`config.mk`:
```
export PLATFORM = sky130hd
export DESIGN_NAME = integer_text_parser
export DESIGN_NICKNAME = d
export VERILOG_FILES = /design/src/itp_pkg.sv /design/src/itp_step.sv /design/src/itp_final.sv /design/src/integer_text_parser.sv
export SDC_FILE = /design/constraint.sdc
export NUM_CORES = 1
export LEC_CHECK = 0
export ABC_AREA = 1
export BUFFER_PORTS_ARGS = -buffer_cell sky130_fd_sc_hd__buf_2
export CORE_UTILIZATION = 40
export CTS_BUF_LIST = sky130_fd_sc_hd__clkbuf_16
export DETAILED_ROUTE_END_ITERATION = 16
export GPL_TIMING_DRIVEN = 0
export PLACE_DENSITY_LB_ADDON = 0.3
export SLEW_MARGIN = 20
export SYNTH_ARGS = -nofsm -noshare
export SYNTH_HDL_FRONTEND = slang
export SYNTH_SLANG_ARGS = --single-unit
```
`constraint.sdc`:
```
create_clock -name clk -period 4.26 [get_ports clk]
set_clock_uncertainty 0.2 [all_clocks]
set_input_delay 0.852 -clock clk [delete_from_list [all_inputs] [get_ports clk]]
set_output_delay 0.852 -clock clk [all_outputs]
set_load 0.03 [all_outputs]
```
`src/itp_pkg.sv`:
```
// ----------------------------------------------------------------------------
// itp_pkg: shared types and codes of the integer text parser
// Holds the word types of both channels, the parse state record and the
// phase, radix, status and register index codes.
// ----------------------------------------------------------------------------
package itp_pkg;

	// Parse phases.
	localparam logic [1:0] PH_START  = 2'd0;
	localparam logic [1:0] PH_SIGNED = 2'd1;
	localparam logic [1:0] PH_ZERO   = 2'd2;
	localparam logic [1:0] PH_DIGITS = 2'd3;

	// Radix codes.
	localparam logic [1:0] RX_DEC = 2'd0;
	localparam logic [1:0] RX_BIN = 2'd1;
	localparam logic [1:0] RX_OCT = 2'd2;
	localparam logic [1:0] RX_HEX = 2'd3;

	// Result status codes.
	localparam logic [1:0] ST_OK      = 2'd0;
	localparam logic [1:0] ST_BADCHAR = 2'd1;
	localparam logic [1:0] ST_RANGE   = 2'd2;
	localparam logic [1:0] ST_MINUS   = 2'd3;

	// Configuration port.
	localparam int CFG_INDEX_W = 2;
	localparam int CFG_DATA_W  = 8;
	localparam logic [CFG_INDEX_W-1:0] CFG_WIDTH_SEL = 2'd0;
	localparam logic [CFG_INDEX_W-1:0] CFG_SIGNED    = 2'd1;
	localparam logic [1:0] WIDTH_SEL_RESET = 2'd3;
	localparam logic       SIGNED_RESET    = 1'b1;

	// Input word: one character.
	typedef struct packed {
		logic [7:0] char_code;
		logic       last_char;
	} in_word_t;

	// Output word: one parse result.
	typedef struct packed {
		logic [63:0] value_bits;
		logic [1:0]  status;
	} out_word_t;

	// State carried from one character to the next.
	typedef struct packed {
		logic [1:0]  phase;
		logic        neg;
		logic [1:0]  radix;
		logic [63:0] acc;
		logic        ovf;
		logic [1:0]  err;
	} parse_state_t;

	// Finished string handed to the range check.
	typedef struct packed {
		logic [63:0] acc;
		logic        neg;
		logic        ovf;
		logic [1:0]  err;
		logic [1:0]  width_sel;
		logic        signed_mode;
	} final_req_t;

	localparam parse_state_t STATE_RESET = '{
		phase: PH_START, neg: 1'b0, radix: RX_DEC, acc: 64'd0, ovf: 1'b0, err: ST_OK
	};

endpackage

```
`src/itp_step.sv`:
```
// ----------------------------------------------------------------------------
// itp_step: per-character parse step
// Folds one character into the parse state: sign, radix prefix detection,
// digit check and shift-add accumulation with carry-out detection.
// ----------------------------------------------------------------------------
module itp_step import itp_pkg::*; (
	input  parse_state_t cur,
	input  logic [7:0]   char_code,
	input  logic         last_char,
	input  logic         signed_mode,
	output parse_state_t nxt
);

	localparam logic [7:0] CH_PLUS  = 8'h2B;
	localparam logic [7:0] CH_MINUS = 8'h2D;
	localparam logic [7:0] CH_0     = 8'h30;
	localparam logic [7:0] CH_7     = 8'h37;
	localparam logic [7:0] CH_9     = 8'h39;
	localparam logic [7:0] CH_UA    = 8'h41;
	localparam logic [7:0] CH_UB    = 8'h42;
	localparam logic [7:0] CH_UF    = 8'h46;
	localparam logic [7:0] CH_UX    = 8'h58;
	localparam logic [7:0] CH_LA    = 8'h61;
	localparam logic [7:0] CH_LB    = 8'h62;
	localparam logic [7:0] CH_LF    = 8'h66;
	localparam logic [7:0] CH_LX    = 8'h78;

	logic [1:0]  rx_use;
	logic [4:0]  digit;
	logic        digit_bad;
	logic        use_digit;
	logic [67:0] acc_w;
	logic [67:0] scaled;
	logic [67:0] sum;

	// The radix a digit is checked against: decimal for a first digit; after
	// a leading zero, octal for 0-7 and else decimal; else the latched radix.
	always_comb begin
		case (cur.phase)
			PH_START, PH_SIGNED: rx_use = RX_DEC;
			PH_ZERO: rx_use = (char_code >= CH_0 && char_code <= CH_7) ? RX_OCT : RX_DEC;
			default: rx_use = cur.radix;
		endcase
	end

	// Digit value; 16 marks a character that is not 0-9 or, in hex, a-f or A-F.
	always_comb begin
		digit = 5'd16;
		if (char_code >= CH_0 && char_code <= CH_9) begin
			digit = 5'(char_code - CH_0);
		end else if (rx_use == RX_HEX && char_code >= CH_LA && char_code <= CH_LF) begin
			digit = 5'(char_code - CH_LA + 8'd10);
		end else if (rx_use == RX_HEX && char_code >= CH_UA && char_code <= CH_UF) begin
			digit = 5'(char_code - CH_UA + 8'd10);
		end
		case (rx_use)
			RX_BIN:  digit_bad = (digit >= 5'd2);
			RX_OCT:  digit_bad = (digit >= 5'd8);
			RX_HEX:  digit_bad = (digit >= 5'd16);
			default: digit_bad = (digit >= 5'd10);
		endcase
	end

	// Shift-add accumulate over 68 bits; any carry past bit 63 is overflow.
	always_comb begin
		acc_w = {4'd0, cur.acc};
		case (rx_use)
			RX_BIN:  scaled = acc_w << 1;
			RX_OCT:  scaled = acc_w << 3;
			RX_HEX:  scaled = acc_w << 4;
			default: scaled = (acc_w << 3) + (acc_w << 1);
		endcase
		sum = scaled + {64'd0, digit[3:0]};
	end

	// Phase sequencing; a latched error freezes the state until the end.
	always_comb begin
		nxt = cur;
		use_digit = 1'b0;
		if (cur.err == ST_OK) begin
			case (cur.phase)
				PH_START: begin
					if (char_code == CH_PLUS) begin
						nxt.phase = PH_SIGNED;
					end else if (char_code == CH_MINUS) begin
						nxt.neg = 1'b1;
						nxt.phase = PH_SIGNED;
						if (!signed_mode) begin
							nxt.err = ST_MINUS;
						end
					end else if (char_code == CH_0 && !last_char) begin
						nxt.phase = PH_ZERO;
					end else begin
						nxt.radix = RX_DEC;
						nxt.phase = PH_DIGITS;
						use_digit = 1'b1;
					end
				end
				PH_SIGNED: begin
					if (char_code == CH_0 && !last_char) begin
						nxt.phase = PH_ZERO;
					end else begin
						nxt.radix = RX_DEC;
						nxt.phase = PH_DIGITS;
						use_digit = 1'b1;
					end
				end
				PH_ZERO: begin
					nxt.phase = PH_DIGITS;
					if (char_code == CH_LB || char_code == CH_UB) begin
						nxt.radix = RX_BIN;
					end else if (char_code == CH_LX || char_code == CH_UX) begin
						nxt.radix = RX_HEX;
					end else begin
						nxt.radix = rx_use;
						use_digit = 1'b1;
					end
				end
				default: begin
					use_digit = 1'b1;
				end
			endcase
		end
		if (use_digit) begin
			if (digit_bad) begin
				nxt.err = ST_BADCHAR;
			end else begin
				nxt.acc = sum[63:0];
				if (sum[67:64] != 4'd0) begin
					nxt.ovf = 1'b1;
				end
			end
		end
	end

endmodule

```
`src/itp_final.sv`:
```
// ----------------------------------------------------------------------------
// itp_final: range check and sign application
// Turns a finished string into its result word: the latched error first,
// then accumulator overflow, then the range of the configured width.
// ----------------------------------------------------------------------------
module itp_final import itp_pkg::*; (
	input  final_req_t req,
	output out_word_t  res
);

	logic [63:0] umax;
	logic [63:0] limit;
	logic [63:0] neg_acc;

	// Largest unsigned value of the target width.
	always_comb begin
		case (req.width_sel)
			2'd0:    umax = 64'h0000_0000_0000_00FF;
			2'd1:    umax = 64'h0000_0000_0000_FFFF;
			2'd2:    umax = 64'h0000_0000_FFFF_FFFF;
			default: umax = 64'hFFFF_FFFF_FFFF_FFFF;
		endcase
	end

	// Magnitude limit for the sign and mode at hand.
	always_comb begin
		if (!req.signed_mode) begin
			limit = umax;
		end else if (req.neg) begin
			limit = (umax >> 1) + 64'd1;
		end else begin
			limit = umax >> 1;
		end
		neg_acc = 64'd0 - req.acc;
	end

	// Status priority and the value that goes with it.
	always_comb begin
		res.value_bits = 64'd0;
		res.status = req.err;
		if (req.err == ST_OK) begin
			if (req.ovf || req.acc > limit) begin
				res.status = ST_RANGE;
			end else if (req.signed_mode && req.neg) begin
				res.value_bits = neg_acc;
			end else begin
				res.value_bits = req.acc;
			end
		end
	end

endmodule

```
`src/integer_text_parser.sv`:
```
// ----------------------------------------------------------------------------
// integer_text_parser: text string to integer with radix prefix
// Reads one character word per cycle while char_stall is low and gives one
// result word for each string, on the character marked last.
// ----------------------------------------------------------------------------
//  Channel  Handshake              Word
//  char     char_valid/char_stall  char_word (char_code, last_char)
//  result   result_valid/stall     result_word (value_bits, status)
//  cfg      cfg_valid/cfg_ready    cfg_index, cfg_data
//
// One character word is accepted every cycle while char_stall is low; the
// per-character step is a single shift-add and digit check between the
// input register and the state. A result word passes the input register,
// the range-check register and the output register, in that order.
// Reset clears all control state and the configuration to 64-bit signed.
// A stall on the result channel fills the range-check and output registers
// before it backs up to char_stall; cfg_ready is always high.
// ----------------------------------------------------------------------------
module integer_text_parser import itp_pkg::*; (
	input  logic                   clk,
	input  logic                   arst_n,
	input  logic                   char_valid,
	output logic                   char_stall,
	input  in_word_t               char_word,
	output logic                   result_valid,
	input  logic                   result_stall,
	output out_word_t              result_word,
	input  logic                   cfg_valid,
	output logic                   cfg_ready,
	input  logic [CFG_INDEX_W-1:0] cfg_index,
	input  logic [CFG_DATA_W-1:0]  cfg_data
);

	logic         width_sel_hit;
	logic [1:0]   width_q;
	logic         signed_q;
	logic         valid_s1;
	in_word_t     char_s1;
	parse_state_t st_q;
	parse_state_t st_next;
	logic         valid_s2;
	final_req_t   req_s2;
	logic         valid_s3;
	out_word_t    res_s3;
	out_word_t    fin_res;
	logic         out_free;
	logic         fin_go;
	logic         s2_free;
	logic         s1_go;
	logic         s1_free;

	assign width_sel_hit = (cfg_index == CFG_WIDTH_SEL);

	// Configuration registers; unknown indexes are ignored.
	assign cfg_ready = 1'b1;
	always_ff @(posedge clk or negedge arst_n) begin
		if (!arst_n) begin
			width_q <= WIDTH_SEL_RESET;
			signed_q <= SIGNED_RESET;
		end else if (cfg_valid && cfg_ready) begin
			if (width_sel_hit) begin
				width_q <= cfg_data[1:0];
			end else if (cfg_index == CFG_SIGNED) begin
				signed_q <= cfg_data[0];
			end
		end
	end

	// Flow control: a register moves when the next is free, save a non-last char.
	assign out_free = !valid_s3 || !result_stall;
	assign fin_go = valid_s2 && out_free;
	assign s2_free = !valid_s2 || out_free;
	assign s1_go = valid_s1 && (!char_s1.last_char || s2_free);
	assign s1_free = !valid_s1 || s1_go;
	assign char_stall = !s1_free;

	// Input register.
	always_ff @(posedge clk or negedge arst_n) begin
		if (!arst_n) begin
			valid_s1 <= 1'b0;
		end else if (s1_free) begin
			valid_s1 <= char_valid;
		end
	end

	always_ff @(posedge clk) begin
		if (char_valid && s1_free) begin
			char_s1 <= char_word;
		end
	end

	itp_step u_step (
		.cur         (st_q),
		.char_code   (char_s1.char_code),
		.last_char   (char_s1.last_char),
		.signed_mode (signed_q),
		.nxt         (st_next)
	);

	// Parse state; it returns to its reset value after the last character.
	always_ff @(posedge clk or negedge arst_n) begin
		if (!arst_n) begin
			st_q <= STATE_RESET;
		end else if (s1_go) begin
			st_q <= char_s1.last_char ? STATE_RESET : st_next;
		end
	end

	// Finished-string register, with the configuration seen at the end.
	always_ff @(posedge clk or negedge arst_n) begin
		if (!arst_n) begin
			valid_s2 <= 1'b0;
		end else if (s2_free) begin
			valid_s2 <= s1_go && char_s1.last_char;
		end
	end

	always_ff @(posedge clk) begin
		if (s1_go && char_s1.last_char) begin
			req_s2.acc <= st_next.acc;
			req_s2.neg <= st_next.neg;
			req_s2.ovf <= st_next.ovf;
			req_s2.err <= st_next.err;
			req_s2.width_sel <= width_q;
			req_s2.signed_mode <= signed_q;
		end
	end

	itp_final u_final (
		.req (req_s2),
		.res (fin_res)
	);

	// Output register.
	always_ff @(posedge clk or negedge arst_n) begin
		if (!arst_n) begin
			valid_s3 <= 1'b0;
		end else if (out_free) begin
			valid_s3 <= valid_s2;
		end
	end

	always_ff @(posedge clk) begin
		if (fin_go) begin
			res_s3 <= fin_res;
		end
	end

	assign result_valid = valid_s3;
	assign result_word = res_s3;

`ifndef ASSERT_OFF
	// A failed parse never carries a value.
	a_fail_zero: assert property (@(posedge clk) disable iff (!arst_n)
		result_valid && result_word.status != ST_OK |-> result_word.value_bits == 64'd0)
		else $error("failed result carries a nonzero value");

	// The input side only stalls while it holds a word.
	a_stall_held: assert property (@(posedge clk) disable iff (!arst_n)
		char_stall |-> valid_s1)
		else $error("char_stall with an empty input register");

	// The last character leaves the parse state cleared.
	a_clear_after_last: assert property (@(posedge clk) disable iff (!arst_n)
		s1_go && char_s1.last_char |=> st_q.phase == PH_START && st_q.acc == 64'd0)
		else $error("parse state not cleared after last character");

	// A latched error never sits in the leading-zero phase.
	a_err_phase: assert property (@(posedge clk) disable iff (!arst_n)
		st_q.err != ST_OK |-> st_q.phase != PH_ZERO)
		else $error("error latched in leading-zero phase");

	// Nothing has accumulated while waiting on a possible radix prefix.
	a_zero_acc: assert property (@(posedge clk) disable iff (!arst_n)
		st_q.phase == PH_ZERO |-> st_q.acc == 64'd0)
		else $error("accumulator nonzero after leading zero");
`endif

endmodule
```
==> results.yml <==
drt:
  wl_per_cell_um: 17.9
  via_per_inst: 5.27
  routed-via-count: 22822
  firstDrtPassIters: 6
  drc: 0
  antenna_left: 0
  drt_wl_total_mm: 77.5
  dr.first_iter.drc_count: 1871
floorplanning:
  die_h_um: 236
  ios: 93
  start_util_pct: 40.7
  rows: 85
  die_area_um2: 55900
  die_x_um: 236
  fp.coreArea_um2: 54000
min_path:
  hold_path_class: "input pin to register"
placement:
  dp_hpwl_mm: 62.6
  gp_congestion: 0.981
  dpl_cell_area_um2: 23400
  numPortBuffers: 85
  dp_slack_ps: -2110
  placed_cells: 4221
finish:
  multi_input_area_um2: 13700
  syn2layout_area_growth_pct: 16.0
  antenna_cells: 0
  nFillCells: 5660
  instances_no_fill: 4329
  final_common_cell: "nand2_1"
  postLayoutCellArea_um2: 25500
  mostFrequentLayoutCells: "1086 x nand2_1, 614 x inv_1, 346 x nor2_1"
  nets: 3784
  drive_gt1_share_pct: 12.0
  register_area_um2: 6340
setup_path:
  cp.required_ps: 4330
  worstPathMaxFanout: 3
  startpoint_type: "register"
  arrival_ps: 4500
  endpoint_kind: "register"
  worst-setup-path-type: "register to register"
timing:
  setup_viol: 34
  drv_slew: 0
  rsz0062_at_grt: "true"
  worst_pin_slew_ps: 943
  setup_slack_ps: -162
  fmax_mhz: 226
  fin_crit_ps: 4420
  period_share_pct: 104
  fin_setup_tns_ps: -2300
  finalHoldViolations: 0
  slew_headroom_pct: 37.1
yosys:
  synthDistinctLibCells: 61
  synth_edf_count: 146
  synth_nets: 3602
  synth_area_um2: 22000
  synth-seq-cells: 224
  yosysSeqAreaShare_pct: 28.8
  async_flop_share_pct: 34.8
  synthCells: 3436
  syn_area_per_cell_um2: 6.40
  synthFlopType: "edfxtp_1"
  synth_warnings: 0
cts:
  clock_path_buffers: 3
  cts_tree: "done"
  clk_latency_ps: 540
  cts_max_level: 1
  cts_num_sinks: 224
  cts_buffers: 22
  path_clk_slew_ps: 70
  clockRootBuffer: "clkbuf_16"
status:
  violations: "negative setup slack"
  status: "complete, but fails checks"
global_routing:
  antenna_found_initial: 0
  grt_overflow: 0
  grt_pass1_wl_mm: 118
  globalRouteTotalUtil_pct: 27.2
  grt_pass1_vias: 21380
  grt_max_degree: 64
power:
  ir_drop_mv: 0.267
  totalPowerFinal_mw: 5.89
  cellPowerDensity_nw_per_um2: 231
  p_leak_nw: 12.5
job:
  cap_viol_max_count: 0
==> critical path, cell delays in order (launching register included) <==
cell and delay (ps):
edfxtp_1 400, inv_2 90, buf_12 130, ha_4 160
inv_4 50, nor2_4 30, a211oi_2 180, o211ai_1 210
o22ai_4 220, ha_2 210, inv_2 50, fa_2 350
inv_2 60, a21oi_2 50, nor2_2 150, nand3_2 130
nor2_4 160, nand2_4 90, nor2_4 150, nand3_4 120
nor2_4 180, buf_6 140, nand4_1 140, xor2_1 220
mux2i_1 120, buf_4 160
==> per-layer routing <==
layer  vias to the layer above  global-route usage [%]  part of all wire, %
li1                      11361                       -                    -
met1                     10469                    36.8                   44
met2                       812                    43.7                   45
met3                       180                    3.42                  6.3
met4                         0                    11.2                  4.4
met5                         -                       0                    0
==> path summary, 6_finish.rpt <==
| kind | startpoint | to | slack [ps] | depth (start not counted) |
|---|---|---|---|---|
| max in group asynchronous | arst_n | width_q[1]$_DFFE_PN1P_ | 2680 | 3 |
| max reg2reg | char_s1[2]$_DFFE_PP_ | req_s2[64]$_DFFE_PP_ | -160 | 25 |
| min reg2reg | width_q[0]$_DFFE_PN1P_ | width_q[0]$_DFFE_PN1P_ | 300 | 2 |
| max | char_s1[2]$_DFFE_PP_ | req_s2[64]$_DFFE_PP_ | -160 | 25 |
| min in group asynchronous | arst_n | st_q[61]$_DFFE_PN0P_ | 530 | 2 |
| min | char_word[1] | char_s1[1]$_DFFE_PP_ | 280 | 1 |
==> cell type report <==
| type | count | area share [%] |
|---|---|---|
| Timing Repair inverter | 1 | 0.0196 |
| Timing Repair Buffer | 160 | 4.42 |
| Buffer | 68 | 1.39 |
| Tap cell | 696 | 3.42 |
| Sequential cell | 224 | 24.9 |
| Inverter | 633 | 9.39 |
| Clock inverter | 17 | 0.594 |
| Clock buffer | 22 | 2.16 |
| Multi-Input combinational cell | 2508 | 53.7 |
==> cells by family (layout without fill, tap and decap cells) <==
kind of cell	count (synthesis)	after routing	synth area share, %
compound gates	379	379	10.2
xor+xnor	117	117	4.66
fa+ha+maj	142	142	8.15
buf+inv	704	901	12.3
flops	224	224	28.8
mux	12	12	0.552
other cells	1	1	0.0171
simple gates	1857	1857	35.2
==> sequential cells by signal, indices dropped and copies added (netlist names) <==
signal	count
valid_s1	1
result_word	66
st_q	72
req_s2	71
valid_s2	1
result_valid	1
signed_q	1
width_q	2
char_s1	9
==> cells in the mapped netlist, types with 33 or more instances <==
master    number  share of area [%]
nand3_1      187                4.3
edfxtp_1     146                 20
ha_1         140                8.0
nand4_1       55                1.6
o22ai_1       68                1.9
o21ai_0      106                2.4
xor2_1        79                3.1
xnor2_1       38                1.5
inv_1        625                 11
nand2_1     1114                 19
nor2_1       373                6.4
clkbuf_1      39               0.67
nor3_1        33               0.75
dfrtp_1       75                8.5
a21oi_1      103                2.3
==> power by group <==
part / switching, mW / leakage, nW / internal [mW] / total, mW
Clock: 0.890 / 0.340 / 1.07 / 1.96
Combinational: 0.902 / 9.64 / 0.434 / 1.34
Sequential: 0.128 / 2.48 / 2.47 / 2.60
==> timing repair <==
| action | 4_1_cts | 5_1_grt |
|---|---|---|
| gates resized for setup | 105 | 120 |
| setup endpoints to repair | 163 | 134 |
| cloned | 1 | 0 |
| buffers inserted | 42 | 29 |
| endpoints found under the hold margin | 15 | 0 |
| pin swaps | 48 | 68 |
| hold buffers | 1 | 0 |
==> through the flow <==
stage	hold slack [ps]	utilization (%)
3_5_place_dp	283	43.3
4_1_cts	263	46.0
3_3_place_gp	275	43.1
2_1_floorplan	243	-
6_report	284	47.2
5_1_grt	266	47.2
No activity file was read; power rests on OpenSTA's default activity.
